--- config.mk ---
export PLATFORM = sky130hd
export DESIGN_NAME = grid_mesh_neighbor_list_core_flat
export DESIGN_NICKNAME = d
export VERILOG_FILES = /design/src/sv/gmnl_pkg.sv /design/src/sv/gmnl_ifs.sv /design/src/sv/gmnl_front.sv /design/src/sv/gmnl_queue.sv /design/src/sv/gmnl_back.sv /design/src/sv/grid_mesh_neighbor_list_core.sv /design/src/flat_wrapper.sv
export SDC_FILE = /design/constraint.sdc
export NUM_CORES = 1
export LEC_CHECK = 0
export ABC_AREA = 1
export BUFFER_PORTS_ARGS = -buffer_cell sky130_fd_sc_hd__buf_2
export CORE_UTILIZATION = 44
export DETAILED_ROUTE_END_ITERATION = 16
export GPL_TIMING_DRIVEN = 1
export HOLD_SLACK_MARGIN = 0.02
export SYNTH_ARGS = -nofsm -noshare
export SYNTH_HDL_FRONTEND = slang
export SYNTH_SLANG_ARGS = --single-unit
export TNS_END_PERCENT = 1
--- constraint.sdc ---
create_clock -name i_clk -period 9.8 [get_ports i_clk]
set_input_delay 0 -clock i_clk [delete_from_list [all_inputs] [get_ports i_clk]]
set_output_delay 0 -clock i_clk [all_outputs]
set_load 0.03 [all_outputs]
--- src/sv/gmnl_pkg.sv ---
// shared types and constants of the grid mesh neighbor list core
package gmnl_pkg;

    localparam int unsigned VertW = 20;
    localparam int unsigned SlotW = 23;
    localparam int unsigned ColW  = 11;
    localparam int unsigned RowW  = 11;
    localparam int unsigned VcntW = 21;
    localparam int unsigned CfgW  = 21;
    localparam int unsigned CfgIdxW = 2;
    localparam int unsigned MaskW = 6;
    localparam int unsigned KW    = 3;

    localparam int unsigned QDepth = 2;
    localparam int unsigned QPtrW  = $clog2(QDepth);
    localparam int unsigned QCntW  = $clog2(QDepth + 1);

    localparam logic [CfgIdxW-1:0] REG_COLS = 2'd0;
    localparam logic [CfgIdxW-1:0] REG_ROWS = 2'd1;
    localparam logic [CfgIdxW-1:0] REG_VCNT = 2'd2;

    localparam logic [ColW-1:0]  COLS_MIN = 11'd2;
    localparam logic [ColW-1:0]  COLS_MAX = 11'd1024;
    localparam logic [RowW-1:0]  ROWS_MIN = 11'd2;
    localparam logic [RowW-1:0]  ROWS_MAX = 11'd1024;
    localparam logic [VcntW-1:0] VCNT_MIN = 21'd4;

    // neighbor positions in emission order
    localparam logic [KW-1:0] NB_UL = 3'd0;
    localparam logic [KW-1:0] NB_U  = 3'd1;
    localparam logic [KW-1:0] NB_L  = 3'd2;
    localparam logic [KW-1:0] NB_R  = 3'd3;
    localparam logic [KW-1:0] NB_D  = 3'd4;
    localparam logic [KW-1:0] NB_DR = 3'd5;

    typedef struct packed {
        logic [VertW-1:0] vertex;
        logic [ColW-1:0]  cols;
        logic [SlotW-1:0] offset;
        logic [MaskW-1:0] mask;
    } t_job;

endpackage

--- src/sv/gmnl_ifs.sv ---
// valid/ready channel interfaces for items and results
interface gmnl_in_if;
    logic valid;
    logic ready;
    logic restart;

    modport source (output valid, output restart, input ready);
    modport sink (input valid, input restart, output ready);
endinterface

interface gmnl_out_if;
    logic        valid;
    logic        ready;
    logic [19:0] vertex_index;
    logic [19:0] neighbor_index;
    logic [22:0] slot;
    logic        last_of_vertex;

    modport source (output valid, output vertex_index, output neighbor_index,
                    output slot, output last_of_vertex, input ready);
    modport sink (input valid, input vertex_index, input neighbor_index,
                  input slot, input last_of_vertex, output ready);
endinterface

--- src/sv/gmnl_front.sv ---
// front end: config registers, vertex counters and neighbor classification
module gmnl_front
    import gmnl_pkg::*;
#(
    parameter int unsigned MAX_VERTICES = 1048576
) (
    input  logic               i_clk,
    input  logic               i_rst_n,
    gmnl_in_if.sink            i_item,
    input  logic               i_cfg_we,
    input  logic [CfgIdxW-1:0] i_cfg_index,
    input  logic [CfgW-1:0]    i_cfg_wdata,
    input  logic               i_full,
    output logic               o_push,
    output t_job               o_job
);

    localparam logic [31:0] MaxV = 32'(MAX_VERTICES);

    logic [ColW-1:0]  r_cols;
    logic [RowW-1:0]  r_rows;
    logic [VcntW-1:0] r_vcnt;

    logic [VcntW-1:0] r_v;
    logic [RowW-1:0]  r_row;
    logic [ColW-2:0]  r_col;
    logic [SlotW-1:0] r_off;

    logic [ColW-1:0]  c_cols;
    logic [RowW-1:0]  c_rows;
    logic [VcntW-1:0] c_vcnt;
    logic             clr;
    logic [VcntW-1:0] v;
    logic [RowW-1:0]  row;
    logic [ColW-2:0]  col;
    logic [SlotW-1:0] off;
    logic             in_grid;
    logic             has_up;
    logic             has_down;
    logic             has_left;
    logic             has_right;
    logic [MaskW-1:0] mask;
    logic [KW-1:0]    n;
    logic [VcntW-1:0] v_inc;
    logic             wrap;
    logic             col_end;
    logic             accept;
    logic             cfg_hit;

    logic [VcntW-1:0] n_v;
    logic [RowW-1:0]  n_row;
    logic [ColW-2:0]  n_col;
    logic [SlotW-1:0] n_off;

    always_comb begin
        if (r_cols < COLS_MIN) begin
            c_cols = COLS_MIN;
        end else if (r_cols > COLS_MAX) begin
            c_cols = COLS_MAX;
        end else begin
            c_cols = r_cols;
        end
        if (r_rows < ROWS_MIN) begin
            c_rows = ROWS_MIN;
        end else if (r_rows > ROWS_MAX) begin
            c_rows = ROWS_MAX;
        end else begin
            c_rows = r_rows;
        end
        if (r_vcnt < VCNT_MIN) begin
            c_vcnt = VCNT_MIN;
        end else if (32'(r_vcnt) > MaxV) begin
            c_vcnt = MaxV[VcntW-1:0];
        end else begin
            c_vcnt = r_vcnt;
        end
    end

    assign clr = i_item.restart || (r_v >= c_vcnt);
    assign v   = clr ? '0 : r_v;
    assign row = clr ? '0 : r_row;
    assign col = clr ? '0 : r_col;
    assign off = clr ? '0 : r_off;

    assign in_grid   = row < c_rows;
    assign has_up    = row != '0;
    assign has_down  = (row + RowW'(1)) < c_rows;
    assign has_left  = col != '0;
    assign has_right = ({1'b0, col} + ColW'(1)) < c_cols;

    always_comb begin
        mask        = '0;
        mask[NB_UL] = in_grid && has_up && has_left;
        mask[NB_U]  = in_grid && has_up;
        mask[NB_L]  = in_grid && has_left;
        mask[NB_R]  = in_grid && has_right;
        mask[NB_D]  = in_grid && has_down;
        mask[NB_DR] = in_grid && has_down && has_right;
    end

    assign n       = KW'($countones(mask));
    assign v_inc   = v + VcntW'(1);
    assign wrap    = v_inc >= c_vcnt;
    assign col_end = ({1'b0, col} + ColW'(1)) >= c_cols;

    always_comb begin
        n_off = off + SlotW'(n);
        n_v   = v_inc;
        n_row = row;
        n_col = col + 1'b1;
        if (wrap) begin
            n_v   = '0;
            n_row = '0;
            n_col = '0;
            n_off = '0;
        end else if (col_end) begin
            n_col = '0;
            if (in_grid) begin
                n_row = row + RowW'(1);
            end
        end
    end

    assign i_item.ready = !i_full;
    assign accept       = i_item.valid && !i_full;
    assign o_push       = accept && (mask != '0);

    assign o_job.vertex = v[VertW-1:0];
    assign o_job.cols   = c_cols;
    assign o_job.offset = off;
    assign o_job.mask   = mask;

    assign cfg_hit = i_cfg_we && (i_cfg_index == REG_COLS || i_cfg_index == REG_ROWS ||
                                  i_cfg_index == REG_VCNT);

    always_ff @(posedge i_clk) begin
        if (!i_rst_n) begin
            r_cols <= COLS_MIN;
            r_rows <= ROWS_MIN;
            r_vcnt <= VCNT_MIN;
        end else if (i_cfg_we) begin
            unique case (i_cfg_index)
                REG_COLS: r_cols <= i_cfg_wdata[ColW-1:0];
                REG_ROWS: r_rows <= i_cfg_wdata[RowW-1:0];
                REG_VCNT: r_vcnt <= i_cfg_wdata[VcntW-1:0];
                default: ;
            endcase
        end
    end

    always_ff @(posedge i_clk) begin
        if (!i_rst_n || cfg_hit) begin
            r_v   <= '0;
            r_row <= '0;
            r_col <= '0;
            r_off <= '0;
        end else if (accept) begin
            r_v   <= n_v;
            r_row <= n_row;
            r_col <= n_col;
            r_off <= n_off;
        end
    end

endmodule

--- src/sv/gmnl_queue.sv ---
// two-entry job queue between front and back
module gmnl_queue
    import gmnl_pkg::*;
(
    input  logic i_clk,
    input  logic i_rst_n,
    input  logic i_push,
    input  t_job i_job,
    input  logic i_pop,
    output logic o_full,
    output logic o_empty,
    output t_job o_job
);

    t_job             r_mem [QDepth];
    logic [QPtrW-1:0] r_wr;
    logic [QPtrW-1:0] r_rd;
    logic [QCntW-1:0] r_cnt;

    logic do_push;
    logic do_pop;

    assign o_full  = r_cnt == QCntW'(QDepth);
    assign o_empty = r_cnt == '0;
    assign do_push = i_push && !o_full;
    assign do_pop  = i_pop && !o_empty;
    assign o_job   = r_mem[r_rd];

    always_ff @(posedge i_clk) begin
        if (do_push) begin
            r_mem[r_wr] <= i_job;
        end
    end

    always_ff @(posedge i_clk) begin
        if (!i_rst_n) begin
            r_wr  <= '0;
            r_rd  <= '0;
            r_cnt <= '0;
        end else begin
            if (do_push) begin
                r_wr <= (r_wr == QPtrW'(QDepth - 1)) ? '0 : r_wr + 1'b1;
            end
            if (do_pop) begin
                r_rd <= (r_rd == QPtrW'(QDepth - 1)) ? '0 : r_rd + 1'b1;
            end
            case ({do_push, do_pop})
                2'b10:   r_cnt <= r_cnt + 1'b1;
                2'b01:   r_cnt <= r_cnt - 1'b1;
                default: r_cnt <= r_cnt;
            endcase
        end
    end

endmodule

--- src/sv/gmnl_back.sv ---
// back end: walks a job's neighbor mask and emits one result per unstalled cycle
module gmnl_back
    import gmnl_pkg::*;
(
    input  logic        i_clk,
    input  logic        i_rst_n,
    input  logic        i_empty,
    input  t_job        i_job,
    output logic        o_pop,
    gmnl_out_if.source  o_result
);

    logic             r_busy;
    t_job             r_job;
    logic [MaskW-1:0] r_rem;
    logic [KW-1:0]    r_k;
    logic             r_ovalid;
    logic [VertW-1:0] r_vert;
    logic [VertW-1:0] r_nb;
    logic [SlotW-1:0] r_slot;
    logic             r_last;

    logic             out_free;
    logic             emit;
    logic             load;
    logic [KW-1:0]    sel;
    logic             found;
    logic [MaskW-1:0] rem_clr;
    logic             last;
    logic [VertW-1:0] cols_ext;
    logic [VertW-1:0] addend;
    logic             cin;
    logic [VertW-1:0] nb;

    always_comb begin
        sel   = NB_UL;
        found = 1'b0;
        for (int i = 0; i < MaskW; i++) begin
            if (!found && r_rem[i]) begin
                sel   = KW'(i);
                found = 1'b1;
            end
        end
    end

    assign rem_clr  = r_rem & (r_rem - MaskW'(1));
    assign last     = rem_clr == '0;
    assign cols_ext = VertW'(r_job.cols);

    always_comb begin
        unique case (sel)
            NB_UL: begin addend = ~cols_ext; cin = 1'b0; end
            NB_U:  begin addend = ~cols_ext; cin = 1'b1; end
            NB_L:  begin addend = '1;        cin = 1'b0; end
            NB_R:  begin addend = '0;        cin = 1'b1; end
            NB_D:  begin addend = cols_ext;  cin = 1'b0; end
            NB_DR: begin addend = cols_ext;  cin = 1'b1; end
            default: begin addend = '0; cin = 1'b0; end
        endcase
    end

    assign nb = r_job.vertex + addend + VertW'(cin);

    assign out_free = !r_ovalid || o_result.ready;
    assign emit     = r_busy && out_free;
    assign load     = !r_busy || (emit && last);
    assign o_pop    = load && !i_empty;

    always_ff @(posedge i_clk) begin
        if (!i_rst_n) begin
            r_busy   <= 1'b0;
            r_ovalid <= 1'b0;
        end else begin
            if (o_pop) begin
                r_busy <= 1'b1;
            end else if (emit && last) begin
                r_busy <= 1'b0;
            end
            if (emit) begin
                r_ovalid <= 1'b1;
            end else if (o_result.ready) begin
                r_ovalid <= 1'b0;
            end
        end
    end

    always_ff @(posedge i_clk) begin
        if (o_pop) begin
            r_job <= i_job;
            r_rem <= i_job.mask;
            r_k   <= '0;
        end else if (emit) begin
            r_rem <= rem_clr;
            r_k   <= r_k + 1'b1;
        end
        if (emit) begin
            r_vert <= r_job.vertex;
            r_nb   <= nb;
            r_slot <= r_job.offset + SlotW'(r_k);
            r_last <= last;
        end
    end

    assign o_result.valid          = r_ovalid;
    assign o_result.vertex_index   = r_vert;
    assign o_result.neighbor_index = r_nb;
    assign o_result.slot           = r_slot;
    assign o_result.last_of_vertex = r_last;

endmodule

--- src/sv/grid_mesh_neighbor_list_core.sv ---
// top level of the grid mesh neighbor list core
//
//  channel   dir  handshake             payload
//  i_item    in   valid/ready           restart
//  o_result  out  valid/ready           vertex_index neighbor_index slot last_of_vertex
//  i_cfg_*   in   write enable only     index, data
//
// one vertex is accepted per cycle while the two-entry job queue has room
// results leave one per cycle while o_result is ready: 6 results per inner
// vertex, 4 per edge vertex, 2 or 3 per corner, none for a vertex beyond the last row
// the single result register and the back end mask walker set that rate
// synchronous active-low reset clears counters, queue and result register,
// and sets the registers to 2, 2 and 4
// a stalled result holds the back end; the front keeps taking items until the queue fills
module grid_mesh_neighbor_list_core
    import gmnl_pkg::*;
#(
    parameter int unsigned MAX_VERTICES = 1048576
) (
    input  logic               i_clk,
    input  logic               i_rst_n,
    gmnl_in_if.sink            i_item,
    gmnl_out_if.source         o_result,
    input  logic               i_cfg_we,
    input  logic [CfgIdxW-1:0] i_cfg_index,
    input  logic [CfgW-1:0]    i_cfg_wdata
);

    logic push;
    logic pop;
    logic full;
    logic empty;
    t_job job_in;
    t_job job_out;

    gmnl_front #(
        .MAX_VERTICES(MAX_VERTICES)
    ) u_front (
        .i_clk       (i_clk),
        .i_rst_n     (i_rst_n),
        .i_item      (i_item),
        .i_cfg_we    (i_cfg_we),
        .i_cfg_index (i_cfg_index),
        .i_cfg_wdata (i_cfg_wdata),
        .i_full      (full),
        .o_push      (push),
        .o_job       (job_in)
    );

    gmnl_queue u_queue (
        .i_clk   (i_clk),
        .i_rst_n (i_rst_n),
        .i_push  (push),
        .i_job   (job_in),
        .i_pop   (pop),
        .o_full  (full),
        .o_empty (empty),
        .o_job   (job_out)
    );

    gmnl_back u_back (
        .i_clk    (i_clk),
        .i_rst_n  (i_rst_n),
        .i_empty  (empty),
        .i_job    (job_out),
        .o_pop    (pop),
        .o_result (o_result)
    );

endmodule

--- src/flat_wrapper.sv ---
// flat-port wrapper written by rule: the top's interface ports become plain ports
module grid_mesh_neighbor_list_core_flat import gmnl_pkg::*;
#(
    parameter int unsigned MAX_VERTICES = 1048576
)
  (i_clk, i_rst_n, i_cfg_we, i_cfg_index, i_cfg_wdata, i_item_valid, i_item_restart, i_item_ready, o_result_valid, o_result_vertex_index, o_result_neighbor_index, o_result_slot, o_result_last_of_vertex, o_result_ready);
  gmnl_in_if i_item_i ();
  gmnl_out_if o_result_i ();
  input  logic i_clk;
  input  logic i_rst_n;
  input  logic i_cfg_we;
  input  logic [CfgIdxW-1:0] i_cfg_index;
  input  logic [CfgW-1:0] i_cfg_wdata;
  input wire logic [$bits(i_item_i.valid)-1:0] i_item_valid;
  input wire logic [$bits(i_item_i.restart)-1:0] i_item_restart;
  output wire logic [$bits(i_item_i.ready)-1:0] i_item_ready;
  output wire logic [$bits(o_result_i.valid)-1:0] o_result_valid;
  output wire logic [$bits(o_result_i.vertex_index)-1:0] o_result_vertex_index;
  output wire logic [$bits(o_result_i.neighbor_index)-1:0] o_result_neighbor_index;
  output wire logic [$bits(o_result_i.slot)-1:0] o_result_slot;
  output wire logic [$bits(o_result_i.last_of_vertex)-1:0] o_result_last_of_vertex;
  input wire logic [$bits(o_result_i.ready)-1:0] o_result_ready;
  assign i_item_i.valid = i_item_valid;
  assign i_item_i.restart = i_item_restart;
  assign i_item_ready = i_item_i.ready;
  assign o_result_valid = o_result_i.valid;
  assign o_result_vertex_index = o_result_i.vertex_index;
  assign o_result_neighbor_index = o_result_i.neighbor_index;
  assign o_result_slot = o_result_i.slot;
  assign o_result_last_of_vertex = o_result_i.last_of_vertex;
  assign o_result_i.ready = o_result_ready;
  grid_mesh_neighbor_list_core #(.MAX_VERTICES(MAX_VERTICES)) u_core (.i_clk(i_clk), .i_rst_n(i_rst_n), .i_item(i_item_i), .o_result(o_result_i), .i_cfg_we(i_cfg_we), .i_cfg_index(i_cfg_index), .i_cfg_wdata(i_cfg_wdata));
endmodule
==> results.tsv <==
metric	value	unit
Max Slew Vio Count	0	
CTS tree	yes	
Max Fclk	123	MHz
Worst Clk Skew	0.0209	ns
sw power	2.18	mW
Finished Cell Area	21500	sq um
final wirelength	43700	um
synthesis-stage register bit count	362	
vias in the first global route	13500	
nets	2361	
setup repair after global routing missed its margin	false	
GR Overflow Total	0	
Fin Setup TNS	0	ns
Resize count post-CTS	0	
slowest stage delay, CP	0.56	ns
Filler Cells Inserted	3870	
Switching Share	0.368	
startpoint types	flop	
H-tree levels	2	
largest net degree at the start of global routing	71	
WP data arrival	8.55	ns
CTS Buf Count	41	
cell area after synthesis	18800	sq um
placed insts	2678	
CP Class	flop to flop	
Internal Power	3.74	mW
Routed wire per std cell	15.7	um
power density over the cells	275	nW/um^2
Vias	14400	
Total GRT Usage	0.202	
core area	42100	sq um
initial core utilization	0.447	
status	completed	
area of the multi-input gates	8030	sq um
CP required	10.21	ns
Area Overhead vs Synth	14.2	%
Vias per Instance	5.16	
DP Wirelength	30900	um
first-pass GRT wire length	70500	um
Sinks on Clock Net	362	
crit path time final	8.14	ns
Antenna diodes	0	
asr flop ratio synth	0	
Design Power	5.92	mW
Clock Tree Buf Depth	3	
max cap viols	0	
EDFF count, synth	244	
Seq pwr share	0.403	
Max FO, Critical Path	61	
sequential share of the synthesized area	0.514	
Setup WS post-layout	1.66	ns
Antenna Nets Post-Route	0	
share of layout cells above drive strength 1	0.117	
gp weighted congestion	0.886	
Final period util	0.831	
Slew HR	0.293	
placed instance area	19800	sq um
most common cell after layout, fill and taps aside	nand2_1	
average size of a mapped cell	9.01	sq um
Top FF cell, synth	edfxtp_1	
final setup fails	0	
antenna violations before repair	0	
# Post-CTS Setup Buffers	0	
Place WS	1.66	ns
Clock Latency Late Sink	0.56	ns
highest-delay cell along the critical path	fa_1	
Lkg Pwr	8.94	nW
Reg clk slew, reported paths	0.06	ns
Slew @ Worst Pin	1.06	ns
most used cell, CP	nand2_1	
Mapped Nets	2231	
Ports	95	
most frequent cells in the layout	nand2_1, edfxtp_1, inv_1, a21oi_1, nor2_1	
# rows	75	
Post-Layout Cell Count	2792	
Residual DRC	0	
synth warn	0	
port bufs	94	
clk root buf	clkbuf_16	
Gate Count Post-Synth	2091	
number of library cell types mapped by synthesis	63	
DIE AREA	43700	sq um
endpoint type of the worst setup path	flop	
Gate power share	0.343	
Min-Delay Path Class	input port to flop	
Top delay family on crit path	simple AND/OR/NAND/NOR gates	
drt pass-1 iters	6	
register area	9690	sq um
worst path buffer plus inverter count	8	
Die W	209	um
Final Hold Violating Endpoints	0	
maximum vdd ir drop	0.000177	V
Die H	209	um
initial DRC count	1026	
Clock power frac	0.255	
==> worst reg2reg max path, delay by kind of cell, from the launching register on <==
kind,cells,cell delay (ns)
AND/OR/NAND/NOR,21,3.05
adder cells (fa/ha/maj),6,1.92
AO/OA/AOI/OAI,8,1.36
buffers and inverters,8,1.33
flip-flops,1,0.32
==> power by group through the flow <==
stage / clock network, mW / registers (mW) / logic [mW]
2_1_floorplan: 0 / 2.59 / 1.30
5_1_grt: 1.60 / 2.42 / 2.28
6_report: 1.51 / 2.38 / 2.03
3_5_place_dp: 0 / 2.42 / 2.03
4_1_cts: 1.55 / 2.39 / 2.05
3_3_place_gp: 0 / 2.40 / 2.00
==> final timing paths <==
check,start,to,slack (ns),cells after the start
max,u_core.u_front.r_vcnt[11]$_SDFFE_PN0P_,u_core.u_front.r_off[6]$_SDFFE_PP0P_,1.66,43
min,i_item_valid,u_core.u_front.r_off[8]$_SDFFE_PP0P_,0.19,5
max reg2reg,u_core.u_front.r_vcnt[11]$_SDFFE_PN0P_,u_core.u_front.r_off[6]$_SDFFE_PP0P_,1.66,43
min reg2reg,u_core.u_queue.r_rd$_SDFFE_PN0P_,flop,0.46,1
==> sequential cells by signal, indices dropped and copies added, names as in the netlist, 10 cells and up, named ones only <==
signal                                 count
u_core.u_back.o_result.slot               23
u_core.u_front.r_col                      10
u_core.u_front.r_rows                     11
u_core.u_front.r_cols                     11
u_core.u_back.o_result.neighbor_index     20
u_core.u_queue.r_mem                     120
u_core.u_front.r_off                      23
u_core.u_back.o_result.vertex_index       20
u_core.u_front.r_vcnt                     21
u_core.u_front.r_v                        21
u_core.u_back.r_job                       43
u_core.u_front.r_row                      11
u_core.u_back.cols_ext                    11
==> what timing repair did <==
action	4_1_cts	5_1_grt
endpoints found under the hold margin	46	0
hold buffers	39	0
setup endpoints to repair	0	0
==> routing by layer <==
layer | vias up | wire length (um) | track usage
met5 | - | 0 | 0
met4 | 0 | 964 | 0.0614
met3 | 65 | 1940 | 0.0280
met2 | 316 | 18600 | 0.301
met1 | 6756 | 22200 | 0.302
li1 | 7257 | - | -
==> cell type report <==
type / count / area share
Clock buffer: 57 / 0.0542
Multi-Input combinational cell: 1444 / 0.373
Inverter: 230 / 0.0401
Tap cell: 539 / 0.0313
Timing Repair Buffer: 142 / 0.0431
Clock inverter: 18 / 0.00791
Sequential cell: 362 / 0.450
==> cell families after synthesis <==
| group | Yosys count | synth area share |
|---|---|---|
| buffers and inverters | 285 | 0.0607 |
| flip-flops | 362 | 0.514 |
| AO/OA/AOI/OAI | 299 | 0.0859 |
| adder cells (fa/ha/maj) | 111 | 0.0761 |
| AND/OR/NAND/NOR | 977 | 0.236 |
| XOR/XNOR | 57 | 0.0277 |
==> metrics by stage <==
stage / hold slack, ns / util
finish: 0.194 / 0.511
detailed placement: 0.229 / 0.470
floorplan: 0.126 / -
global placement: 0.221 / 0.470
CTS: 0.174 / 0.511
global route: 0.216 / 0.511
==> cell usage after synthesis (all sizes together) (2+ instances only) <==
cell type	instances	area, sq um
nand4	35	219
a21boi	2	15.0
nand3	107	541
nand3b	3	35.0
clkinv	2	7.51
o41ai	2	25.0
nor3	15	85.1
o31ai	4	30.0
xor2	36	323
a21oi	164	825
ha	105	1310
a211oi	2	15.0
buf	14	126
o21ai	93	469
fa	6	120
and2	9	56.3
o221ai	2	17.5
nor4	8	56.3
a22oi	2	15.0
dfxtp	118	2360
a31oi	9	56.3
inv	228	856
edfxtp	244	7330
o211ai	9	67.6
o21bai	3	26.3
nor2	213	1170
xnor2	21	199
clkbuf	41	154
nand2	574	2190
nor3b	5	37.5
or2	6	37.5
(Power assumes the default switching activity.)
